[config.mk]
export PLATFORM = sky130hd
export DESIGN_NAME = delayed_room_allocator_top
export DESIGN_NICKNAME = d
export VERILOG_FILES = /design/src/sv/dra_pkg.sv /design/src/sv/dra_room_mem.sv /design/src/sv/delayed_room_allocator_top.sv
export VERILOG_INCLUDE_DIRS = /design/src /design/src/sv
export SDC_FILE = /design/constraint.sdc
export NUM_CORES = 2
export LEC_CHECK = 0
export ABC_AREA = 1
export BUFFER_PORTS_ARGS = -buffer_cell sky130_fd_sc_hd__buf_2
export CORE_MARGIN = 10
export CORE_UTILIZATION = 40
export DETAILED_ROUTE_END_ITERATION = 10
export PLACE_DENSITY = 0.54
export SETUP_SLACK_MARGIN = 0.15
export SLEW_MARGIN = 5
export SYNTH_ARGS = -nofsm -noshare
export SYNTH_HDL_FRONTEND = slang
export SYNTH_HIERARCHICAL = 1
export SYNTH_SLANG_ARGS = --single-unit
export TNS_END_PERCENT = 5
[constraint.sdc]
create_clock -name clock -period 9.69 [get_ports clock]
set_input_delay 0.4845 -clock clock [delete_from_list [all_inputs] [get_ports clock]]
set_output_delay 0.4845 -clock clock [all_outputs]
set_load 0.01 [all_outputs]
[src/sv/delayed_room_allocator_top_assert.svh]
// Assertion macros for the delayed room allocator.
// Included by the top level; needs nothing else.
`ifndef DELAYED_ROOM_ALLOCATOR_TOP_ASSERT_SVH
`define DELAYED_ROOM_ALLOCATOR_TOP_ASSERT_SVH

// Same-cycle implication, held off during reset.
`define DRA_ASSERT_NOW(label, clk, rst, ante, cons, msg) \
   label: assert property (@(posedge clk) disable iff (rst) (ante) |-> (cons)) \
      else $error(msg);

// Next-cycle implication, held off during reset.
`define DRA_ASSERT_NEXT(label, clk, rst, ante, cons, msg) \
   label: assert property (@(posedge clk) disable iff (rst) (ante) |=> (cons)) \
      else $error(msg);

`endif

[src/sv/dra_pkg.sv]
// Shared constants for the delayed room allocator.
// No dependencies.
`default_nettype none

package dra_pkg;

   localparam int CSR_W       = 5;   // num_rooms register width
   localparam int IN_TIME_W   = 32;  // start/end time beat width
   localparam int OUT_TIME_W  = 48;  // actual_start / finish_time width
   localparam int ROOM_OUT_W  = 4;   // room index fields in the result beat

   localparam logic [CSR_W-1:0] NUM_ROOMS_RESET = 5'd16;

endpackage

`default_nettype wire

[src/sv/dra_room_mem.sv]
// Room state memory: one write port, one registered read port.
// Per-entry valid bits make unwritten entries read as zero. No package use.
`default_nettype none

module dra_room_mem #(
   parameter int DEPTH  = 16,
   parameter int DATA_W = 68,
   parameter int ADDR_W = 4
) (
   input  wire logic              clock,
   input  wire logic              reset,
   input  wire logic              wr_en,
   input  wire logic [ADDR_W-1:0] wr_addr,
   input  wire logic [DATA_W-1:0] wr_data,
   input  wire logic              rd_en,
   input  wire logic [ADDR_W-1:0] rd_addr,
   output logic      [DATA_W-1:0] rd_data
);

   logic [DATA_W-1:0] mem_ff [DEPTH];
   logic [DEPTH-1:0]  valid_ff;
   logic [DATA_W-1:0] rd_data_ff;
   logic              rd_valid_ff;

   always_ff @(posedge clock) begin
      if (wr_en) begin
         mem_ff[wr_addr] <= wr_data;
      end
      if (rd_en) begin
         rd_data_ff <= mem_ff[rd_addr];
      end
   end

   always_ff @(posedge clock) begin
      if (reset) begin
         valid_ff    <= '0;
         rd_valid_ff <= 1'b0;
      end else begin
         if (wr_en) begin
            valid_ff[wr_addr] <= 1'b1;
         end
         if (rd_en) begin
            rd_valid_ff <= valid_ff[rd_addr];
         end
      end
   end

   // never-written entry reads as its reset value
   assign rd_data = rd_valid_ff ? rd_data_ff : '0;

endmodule

`default_nettype wire

[src/sv/delayed_room_allocator_top.sv]
// Delayed room allocator, top level: job sequencer, scan compare, result register.
// Depends on dra_pkg, dra_room_mem and delayed_room_allocator_top_assert.svh.
//
// Takes one job beat (start, end) at a time and books it on the lowest-numbered
// room whose finish time is at or before the start; if none is free, on the room
// that frees first (lowest index on a tie), delayed to that finish time with the
// same duration. Each room's finish time and use count sit in one synchronous
// memory that is read once per active room per job; the active room count is
// csr_wr_data with 0 acting as 1 and above MAX_ROOMS acting as MAX_ROOMS. The
// memory read port reads one entry per cycle during the scan. A new job is taken
// as soon as the previous one is written back, even while its result beat still
// waits on rsp_ready. Memory entries carry valid bits cleared by reset, so the
// block is usable in the first cycle after reset with no clearing pass. Finish
// times saturate at 2^TIME_BITS - 1; the result shows their low 48 bits. Write
// the room count only while no job is in flight.
`default_nettype none

`include "delayed_room_allocator_top_assert.svh"

module delayed_room_allocator_top #(
   parameter int MAX_ROOMS  = 16,
   parameter int TIME_BITS  = 48,
   parameter int COUNT_BITS = 20
) (
   input  wire logic                               clock,
   input  wire logic                               reset,
   // job beats
   input  wire logic                               req_valid,
   output logic                                    req_ready,
   input  wire logic [dra_pkg::IN_TIME_W-1:0]      req_start_time,
   input  wire logic [dra_pkg::IN_TIME_W-1:0]      req_end_time,
   // result beats
   output logic                                    rsp_valid,
   input  wire logic                               rsp_ready,
   output logic      [dra_pkg::ROOM_OUT_W-1:0]     rsp_room,
   output logic      [dra_pkg::OUT_TIME_W-1:0]     rsp_actual_start,
   output logic      [dra_pkg::OUT_TIME_W-1:0]     rsp_finish_time,
   output logic                                    rsp_delayed,
   output logic      [dra_pkg::ROOM_OUT_W-1:0]     rsp_most_used_room,
   // room count register
   input  wire logic                               csr_wr_en,
   input  wire logic [dra_pkg::CSR_W-1:0]          csr_wr_data
);

   localparam int IDX_W = (MAX_ROOMS > 1) ? $clog2(MAX_ROOMS) : 1;
   localparam int CNT_W = $clog2(MAX_ROOMS + 1);
   localparam int RN_W  = (CNT_W > dra_pkg::CSR_W) ? CNT_W : dra_pkg::CSR_W;
   localparam int ENT_W = COUNT_BITS + TIME_BITS;
   localparam int RW    = dra_pkg::ROOM_OUT_W;
   localparam int OTW   = dra_pkg::OUT_TIME_W;

   typedef enum logic [2:0] {
      ST_IDLE,
      ST_SCAN,
      ST_DRAIN,
      ST_CALC,
      ST_WRITE
   } state_type;

   state_type                  state_ff;
   logic [dra_pkg::CSR_W-1:0]  csr_rooms_ff;
   logic [RN_W-1:0]            n_ff;          // rooms scanned by this job
   logic [RN_W-1:0]            rd_idx_ff;     // next entry to read
   logic                       chk_valid_ff;  // read data returns this cycle
   logic [IDX_W-1:0]           chk_idx_ff;

   logic [dra_pkg::IN_TIME_W-1:0] start_ff;
   logic [dra_pkg::IN_TIME_W-1:0] dur_ff;

   // scan trackers
   logic                       found_ff;
   logic [IDX_W-1:0]           free_idx_ff;
   logic [COUNT_BITS-1:0]      free_uses_ff;
   logic [IDX_W-1:0]           min_idx_ff;
   logic [TIME_BITS-1:0]       min_finish_ff;
   logic [COUNT_BITS-1:0]      min_uses_ff;

   // booking ready for write-back
   logic [IDX_W-1:0]           pick_ff;
   logic [TIME_BITS-1:0]       begin_ff;
   logic [TIME_BITS-1:0]       fin_ff;
   logic [COUNT_BITS-1:0]      uses_ff;
   logic                       late_ff;

   logic [COUNT_BITS-1:0]      best_count_ff;
   logic [IDX_W-1:0]           best_room_ff;

   logic                       rsp_valid_ff;
   logic [RW-1:0]              rsp_room_ff;
   logic [OTW-1:0]             rsp_start_ff;
   logic [OTW-1:0]             rsp_finish_ff;
   logic                       rsp_delayed_ff;
   logic [RW-1:0]              rsp_best_ff;

   logic [RN_W-1:0]               n_eff;
   logic [dra_pkg::IN_TIME_W-1:0] dur_in;
   logic [ENT_W-1:0]              rd_data;
   logic [TIME_BITS-1:0]          ent_finish;
   logic [COUNT_BITS-1:0]         ent_uses;
   logic [TIME_BITS-1:0]          start_ext;
   logic [TIME_BITS-1:0]          sel_begin;
   logic [COUNT_BITS-1:0]         sel_uses;
   logic [TIME_BITS:0]            sum_wide;
   logic [TIME_BITS-1:0]          sel_fin;
   logic [COUNT_BITS-1:0]         uses_inc;
   logic                          out_free;
   logic                          commit;
   logic                          take_best;
   logic [IDX_W-1:0]              new_best_room;
   logic [IDX_W+RW-1:0]           pick_ext;
   logic [IDX_W+RW-1:0]           best_ext;
   logic [TIME_BITS+OTW-1:0]      begin_ext;
   logic [TIME_BITS+OTW-1:0]      fin_ext;
   logic                          scan_last;

   // clamp the room count: zero acts as one, too large acts as MAX_ROOMS
   always_comb begin
      if (csr_rooms_ff == '0) begin
         n_eff = RN_W'(1);
      end else if (RN_W'(csr_rooms_ff) > RN_W'(MAX_ROOMS)) begin
         n_eff = RN_W'(MAX_ROOMS);
      end else begin
         n_eff = RN_W'(csr_rooms_ff);
      end
   end

   // end not after start books zero duration
   assign dur_in = (req_end_time > req_start_time) ? (req_end_time - req_start_time) : '0;

   assign ent_finish = rd_data[TIME_BITS-1:0];
   assign ent_uses   = rd_data[ENT_W-1:TIME_BITS];
   assign start_ext  = TIME_BITS'(start_ff);
   assign scan_last  = (rd_idx_ff + RN_W'(1)) == n_ff;

   // booking: free room keeps the start, else the earliest finisher sets it
   assign sel_begin = found_ff ? start_ext : min_finish_ff;
   assign sel_uses  = found_ff ? free_uses_ff : min_uses_ff;
   assign sum_wide  = {1'b0, sel_begin} + (TIME_BITS + 1)'(dur_ff);
   assign sel_fin   = sum_wide[TIME_BITS] ? '1 : sum_wide[TIME_BITS-1:0];
   assign uses_inc  = (sel_uses == '1) ? sel_uses : (sel_uses + COUNT_BITS'(1));

   // write-back waits until the result register can take the beat
   assign out_free  = !rsp_valid_ff || rsp_ready;
   assign commit    = (state_ff == ST_WRITE) && out_free;
   assign take_best = (uses_ff > best_count_ff) ||
                      ((uses_ff == best_count_ff) && (pick_ff < best_room_ff));
   assign new_best_room = take_best ? pick_ff : best_room_ff;

   assign pick_ext  = (IDX_W + RW)'(pick_ff);
   assign best_ext  = (IDX_W + RW)'(new_best_room);
   assign begin_ext = (TIME_BITS + OTW)'(begin_ff);
   assign fin_ext   = (TIME_BITS + OTW)'(fin_ff);

   dra_room_mem #(
      .DEPTH  (MAX_ROOMS),
      .DATA_W (ENT_W),
      .ADDR_W (IDX_W)
   ) u_room_mem (
      .clock   (clock),
      .reset   (reset),
      .wr_en   (commit),
      .wr_addr (pick_ff),
      .wr_data ({uses_ff, fin_ff}),
      .rd_en   (state_ff == ST_SCAN),
      .rd_addr (rd_idx_ff[IDX_W-1:0]),
      .rd_data (rd_data)
   );

   // sequencer and control registers
   always_ff @(posedge clock) begin
      if (reset) begin
         state_ff      <= ST_IDLE;
         csr_rooms_ff  <= dra_pkg::NUM_ROOMS_RESET;
         chk_valid_ff  <= 1'b0;
         found_ff      <= 1'b0;
         best_count_ff <= '0;
         best_room_ff  <= '0;
         rsp_valid_ff  <= 1'b0;
      end else begin
         if (csr_wr_en) begin
            csr_rooms_ff <= csr_wr_data;
         end
         // a write-back refills the result register as the old beat leaves
         if (commit) begin
            rsp_valid_ff <= 1'b1;
         end else if (rsp_valid_ff && rsp_ready) begin
            rsp_valid_ff <= 1'b0;
         end
         chk_valid_ff <= (state_ff == ST_SCAN);

         // compare stage: lowest free room and earliest finisher
         if (chk_valid_ff && !found_ff && (ent_finish <= start_ext)) begin
            found_ff <= 1'b1;
         end

         unique case (state_ff)
            ST_IDLE: begin
               if (req_valid) begin
                  found_ff <= 1'b0;
                  state_ff <= ST_SCAN;
               end
            end
            ST_SCAN: begin
               if (scan_last) begin
                  state_ff <= ST_DRAIN;
               end
            end
            ST_DRAIN: begin
               state_ff <= ST_CALC;
            end
            ST_CALC: begin
               state_ff <= ST_WRITE;
            end
            ST_WRITE: begin
               if (out_free) begin
                  if (take_best) begin
                     best_count_ff <= uses_ff;
                     best_room_ff  <= pick_ff;
                  end
                  state_ff <= ST_IDLE;
               end
            end
            default: begin
               state_ff <= ST_IDLE;
            end
         endcase
      end
   end

   // datapath registers
   always_ff @(posedge clock) begin
      if (state_ff == ST_IDLE) begin
         start_ff  <= req_start_time;
         dur_ff    <= dur_in;
         n_ff      <= n_eff;
         rd_idx_ff <= '0;
      end
      if (state_ff == ST_SCAN) begin
         rd_idx_ff  <= rd_idx_ff + RN_W'(1);
         chk_idx_ff <= rd_idx_ff[IDX_W-1:0];
      end
      if (chk_valid_ff) begin
         if (!found_ff && (ent_finish <= start_ext)) begin
            free_idx_ff  <= chk_idx_ff;
            free_uses_ff <= ent_uses;
         end
         if ((chk_idx_ff == '0) || (ent_finish < min_finish_ff)) begin
            min_idx_ff    <= chk_idx_ff;
            min_finish_ff <= ent_finish;
            min_uses_ff   <= ent_uses;
         end
      end
      if (state_ff == ST_CALC) begin
         pick_ff  <= found_ff ? free_idx_ff : min_idx_ff;
         begin_ff <= sel_begin;
         fin_ff   <= sel_fin;
         uses_ff  <= uses_inc;
         late_ff  <= !found_ff;
      end
      if (commit) begin
         rsp_room_ff    <= pick_ext[RW-1:0];
         rsp_start_ff   <= begin_ext[OTW-1:0];
         rsp_finish_ff  <= fin_ext[OTW-1:0];
         rsp_delayed_ff <= late_ff;
         rsp_best_ff    <= best_ext[RW-1:0];
      end
   end

   assign req_ready          = (state_ff == ST_IDLE);
   assign rsp_valid          = rsp_valid_ff;
   assign rsp_room           = rsp_room_ff;
   assign rsp_actual_start   = rsp_start_ff;
   assign rsp_finish_time    = rsp_finish_ff;
   assign rsp_delayed        = rsp_delayed_ff;
   assign rsp_most_used_room = rsp_best_ff;

   // scan never reads past the active rooms
   `DRA_ASSERT_NOW(a_scan_in_range, clock, reset, (state_ff == ST_SCAN), (rd_idx_ff < n_ff), "scan index beyond active rooms")
   // booked room is one of the active rooms
   `DRA_ASSERT_NOW(a_pick_in_range, clock, reset, (state_ff == ST_WRITE), (RN_W'(pick_ff) < n_ff), "booked room beyond active rooms")
   // a delayed job starts strictly after its request, an on-time one exactly on it
   `DRA_ASSERT_NOW(a_delay_start, clock, reset, (state_ff == ST_WRITE), (late_ff ? (begin_ff > start_ext) : (begin_ff == start_ext)), "actual start does not match delayed flag")
   // finish never lands before the actual start
   `DRA_ASSERT_NOW(a_finish_order, clock, reset, (state_ff == ST_WRITE), (fin_ff >= begin_ff), "finish before actual start")
   // each write-back leaves one result beat pending
   `DRA_ASSERT_NEXT(a_commit_beat, clock, reset, commit, rsp_valid_ff, "write-back without result beat")

endmodule

`default_nettype wire

==> impl_metrics.env <==
export IMPL_status="completed"
export IMPL_timing_final_max_slew_violations=0
export IMPL_synth_async_sr_flop_share_pct=0
export IMPL_remaining_drc_errors=0
export IMPL_syn_num_nets=6242
export IMPL_global_route_overflow_total=0
export IMPL_path_class="reg2reg"
export IMPL_grt_first_pass_wirelength_um=298500
export IMPL_clk_path_buf_depth=3
export IMPL_power_density_over_the_cells_nw_per_um2=258.7
export IMPL_main_combinational_cell_family_by_area_after_synthesis="simple AND/OR/NAND/NOR gates"
export IMPL_critical_path_buf_inv_count=3
export IMPL_synth_enable_flop_cells=1556
export IMPL_postSynthRegisterBits=1608
export IMPL_die_w_um=436.4
export IMPL_die_h_um=436.4
export IMPL_final_hold_viol_count=0
export IMPL_distinct_cells_synth=53
export IMPL_crit_reg2reg_launch="found_ff"
export IMPL_via_per_inst=5.314
export IMPL_whs_ns=0.1032
export IMPL_ff2ff_setup_slack_ns=5.19
export IMPL_leakage_dissipation_nw=28.65
export IMPL_endpoint="fin_ff[41]"
export IMPL_setup_total_negative_slack_ns=0
export IMPL_fin_nets=6445
export IMPL_timing_critical_path_slowest_cell_delay_ns=0.91
export IMPL_intPower_mw=13.54
export IMPL_syn_cell_area_sq_um=69350
export IMPL_post_cts_buffers=0
export IMPL_track_usage_pct=20.63
export IMPL_max_cap_viol_count=0
export IMPL_crit_path_frequent_cell="sky130_fd_sc_hd__nand2_1"
export IMPL_cp_depth=16
export IMPL_crit_path_max_fanout=61
export IMPL_routed_wl_per_cell_um=23.38
export IMPL_arrival_time_at_the_worst_endpoint_ns=5.01
export IMPL_synth_compound_area_share_pct=9.203
export IMPL_critical_path_top_delay_family="buffers and inverters"
export IMPL_setup_violations=0
export IMPL_final_antenna_net_count=0
export IMPL_highest_clock_rate_mhz=222.4
export IMPL_timing_hold_worst_class="in2reg"
export IMPL_timing_final_crit_share_pct=46.40
export IMPL_layout_overhead_on_the_synthesized_area_pct=13.57
export IMPL_pin_count_of_the_biggest_net_entering_global_routing=199
export IMPL_synth_warning_count=6
export IMPL_antenna_found_initial=8
export IMPL_worst_setup_path_startpoint="found_ff"
export IMPL_syn_area_per_cell_sq_um=11.57
export IMPL_worst_case_vdd_ir_drop_v=0.0002123
export IMPL_tritoncts_num_buffers=172
export IMPL_number_of_primary_i_o_pins=181
export IMPL_buffer_cell_driving_the_clock_tree_root="sky130_fd_sc_hd__clkbuf_16"
export IMPL_post_synthesis_share_of_cell_area_spent_on_and_or_nand_and_nor_gates_pct=13.78
export IMPL_port_buffers=180
export IMPL_switching_share_pct=33.58
export IMPL_ctsHtreeMaxLevel=4
export IMPL_pwr_share_seq_pct=41.9
export IMPL_num_vias=45993
export IMPL_drt_wl_total_um=202300
export IMPL_path_cells="buf_4, inv_6, nand2_1, nand2_1, ha_1, fa_1, nand3_1, nand2_1, nand2_1, nand2_1, nand3_1, nand2_1, nand3_1, o21ai_2, inv_2, nand3_1"
export IMPL_clkSinkCount=1608
export IMPL_cts_tree="yes"
export IMPL_reg2regPathDepth=16
export IMPL_die_area_sq_um=190400
export IMPL_netlist_instances=5996
export IMPL_yosysSeqAreaShare_pct=68.88
export IMPL_insertion_delay_ns=0.82
export IMPL_crit_slowest_cell="sky130_fd_sc_hd__dfxtp_4"
export IMPL_synth_area_mux_share_pct=0.01985
export IMPL_fraction_of_layout_instances_using_a_drive_strength_above_1_pct=9.429
export IMPL_synth_ff_type="sky130_fd_sc_hd__edfxtp_1"
export IMPL_final_min_clock_period_ns=4.496
export IMPL_setup_worst_path_start_class="flip-flop"
export IMPL_timing_max_slew_rel_slack_pct=25.97
export IMPL_critPathRequiredTime_ns=10.20
export IMPL_actual_transition_at_the_worst_max_transition_pin_ns=1.108
export IMPL_place_area_sq_um=72620
export IMPL_fin_worst_skew_ns=0.03798
export IMPL_number_of_standard_cell_rows_in_the_floorplan=152
export IMPL_initial_utilization_pct=40.34
export IMPL_floorplan_core_area_sq_um=171900
export IMPL_power_clock_fraction_pct=32.5
export IMPL_drt_pass1_iter_count=5
export IMPL_comb_power_share_pct=25.5
export IMPL_number_of_global_route_vias_before_repair=44787
export IMPL_total_switching_power_mw=6.843
export IMPL_synthAdderAreaFrac_pct=3.125
export IMPL_rsz0062_at_grt="false"
export IMPL_path_clk_slew_ns=0.06
export IMPL_drt_iter0_markers=3996
export IMPL_synth_xor_area_share_pct=0.5178
export IMPL_post_dp_hpwl_um=122600
export IMPL_design_area_sq_um=78760
export IMPL_ff_to_ff_end="fin_ff[41]"
export IMPL_gp_congestion=0.9276
export IMPL_end_kind="flip-flop"
==> cells by family after synthesis <==
kind of cell	count (synthesis)
compound gates	1115
xor+xnor	41
fa+ha+maj	172
buf+inv	748
flops	1608
mux	1
simple gates	2311
==> metal layers <==
layer	vias to the layer above	wire, um	track usage, %
li1	21565	-	-
met1	22908	90450	28.52
met2	1260	97590	34.46
met3	260	10010	2.697
met4	0	4296	5.020
met5	-	0	0
==> cell usage after synthesis, types with 5 or more instances <==
cell type	count	area (sq um)
sky130_fd_sc_hd__edfxtp_1	1556	46720
sky130_fd_sc_hd__nor2_1	1076	4039
sky130_fd_sc_hd__nand2_1	784	2943
sky130_fd_sc_hd__o21ai_0	629	3148
sky130_fd_sc_hd__inv_1	466	1749
sky130_fd_sc_hd__nand3_1	281	1406
sky130_fd_sc_hd__o211ai_1	244	1832
sky130_fd_sc_hd__ha_1	170	2127
sky130_fd_sc_hd__a21oi_1	155	775.7
sky130_fd_sc_hd__clkbuf_1	153	574.3
sky130_fd_sc_hd__buf_2	60	300.3
sky130_fd_sc_hd__nand4_1	56	350.3
sky130_fd_sc_hd__dfxtp_1	52	1041
sky130_fd_sc_hd__o221ai_1	32	280.3
sky130_fd_sc_hd__o21ai_1	31	155.2
sky130_fd_sc_hd__xor2_1	30	262.8
sky130_fd_sc_hd__nor3_1	24	120.1
sky130_fd_sc_hd__buf_4	22	165.2
sky130_fd_sc_hd__or2_2	21	131.4
sky130_fd_sc_hd__buf_1	17	63.81
sky130_fd_sc_hd__buf_6	16	180.2
sky130_fd_sc_hd__nand3b_1	11	82.58
sky130_fd_sc_hd__xnor2_1	11	96.34
sky130_fd_sc_hd__nand2_2	10	62.56
sky130_fd_sc_hd__inv_2	8	30.03
sky130_fd_sc_hd__nand3_2	8	80.08
sky130_fd_sc_hd__nor4_1	7	43.79
sky130_fd_sc_hd__o21a_1	7	52.55
sky130_fd_sc_hd__nor2_2	6	37.54
sky130_fd_sc_hd__nor2_4	6	67.56
sky130_fd_sc_hd__o21bai_1	6	45.04
sky130_fd_sc_hd__a21o_1	5	37.54
sky130_fd_sc_hd__or2_1	5	31.28
==> per-stage QoR <==
step | utilization (%) | cells | power (mW) | setup slack (ns)
2_1_floorplan | - | 5996 | 12.05 | 1.651
3_3_place_gp | 42.24 | 8291 | 13.84 | 5.168
3_5_place_dp | 42.24 | 8291 | 13.86 | 5.144
4_1_cts | 45.81 | 8652 | 20.54 | 5.138
5_1_grt | 45.81 | 8652 | 21.41 | 4.888
6_report | 45.81 | 8655 | 20.38 | 5.194
==> sequential cells by signal, summed over array words and instances (netlist names), 32 cells and up <==
register / count
u_room_mem/mem_ff: 1088
u_room_mem/rd_data_ff: 68
begin_ff: 48
fin_ff: 48
min_finish_ff: 48
rsp_actual_start: 48
rsp_finish_time: 48
dur_ff: 32
start_ff: 32
==> worst min path at each step <==
| stage | slack (ns) | depth (start not counted) | startpoint | end |
|---|---|---|---|---|
| 3_5_place_dp | 0.40 | 0 | begin_ff[27] | rsp_actual_start[27] |
| 5_1_grt | 0.07 | 4 | req_valid | found_ff |
| 4_1_cts | 0.04 | 2 | reset | u_room_mem/valid_ff[9] |
| 6_report | 0.10 | 2 | reset | u_room_mem/valid_ff[4] |
| 3_3_place_gp | 0.40 | 0 | begin_ff[25] | rsp_actual_start[25] |
| 2_1_floorplan | 0.40 | 0 | begin_ff[0] | rsp_actual_start[0] |
==> cells in the final DEF, fill, tap and decap left out, types with 24 or more instances in the layout <==
master and count:
sky130_fd_sc_hd__clkbuf_1 38, sky130_fd_sc_hd__xor2_1 30, sky130_fd_sc_hd__nand4_1 56, sky130_fd_sc_hd__buf_2 180
sky130_fd_sc_hd__clkinv_1 36, sky130_fd_sc_hd__clkbuf_16 178, sky130_fd_sc_hd__o211ai_1 244, sky130_fd_sc_hd__nand2_1 784
sky130_fd_sc_hd__nand3_1 281, sky130_fd_sc_hd__a21oi_1 154, sky130_fd_sc_hd__nor2_4 24, sky130_fd_sc_hd__o221ai_1 32
sky130_fd_sc_hd__edfxtp_1 1556, sky130_fd_sc_hd__nor2_1 1057, sky130_fd_sc_hd__buf_4 72, sky130_fd_sc_hd__ha_1 170
sky130_fd_sc_hd__clkinv_2 27, sky130_fd_sc_hd__dlygate4sd3_1 44, sky130_fd_sc_hd__inv_1 465, sky130_fd_sc_hd__dfxtp_1 50
sky130_fd_sc_hd__o21ai_0 629, sky130_fd_sc_hd__o21ai_1 31
==> layout make-up <==
cell class | instances | area, sq um
Inverter | 478 | 1824
Tap cell | 2310 | 2890
Fill cell | 15825 | 93160
Antenna cell | 3 | 7.507
Clock buffer | 216 | 4597
Timing Repair Buffer | 299 | 1942
Multi-Input combinational cell | 3640 | 18640
Clock inverter | 101 | 1095
Sequential cell | 1608 | 47770
==> timing repair <==
action,4_1_cts,5_1_grt
hold buffers,44,0
resized for setup,0,0
endpoints found under the hold margin,39,0
==> power by group through the flow <==
stage	logic, mW	registers, mW	clock network [mW]
final	5.20	8.55	6.63
after global routing	5.80	8.57	7.05
after CTS	5.22	8.55	6.77
after detailed placement	5.17	8.69	0
after global placement	5.14	8.70	0
after floorplan	3.59	8.46	0
(Power assumes the default switching activity.)
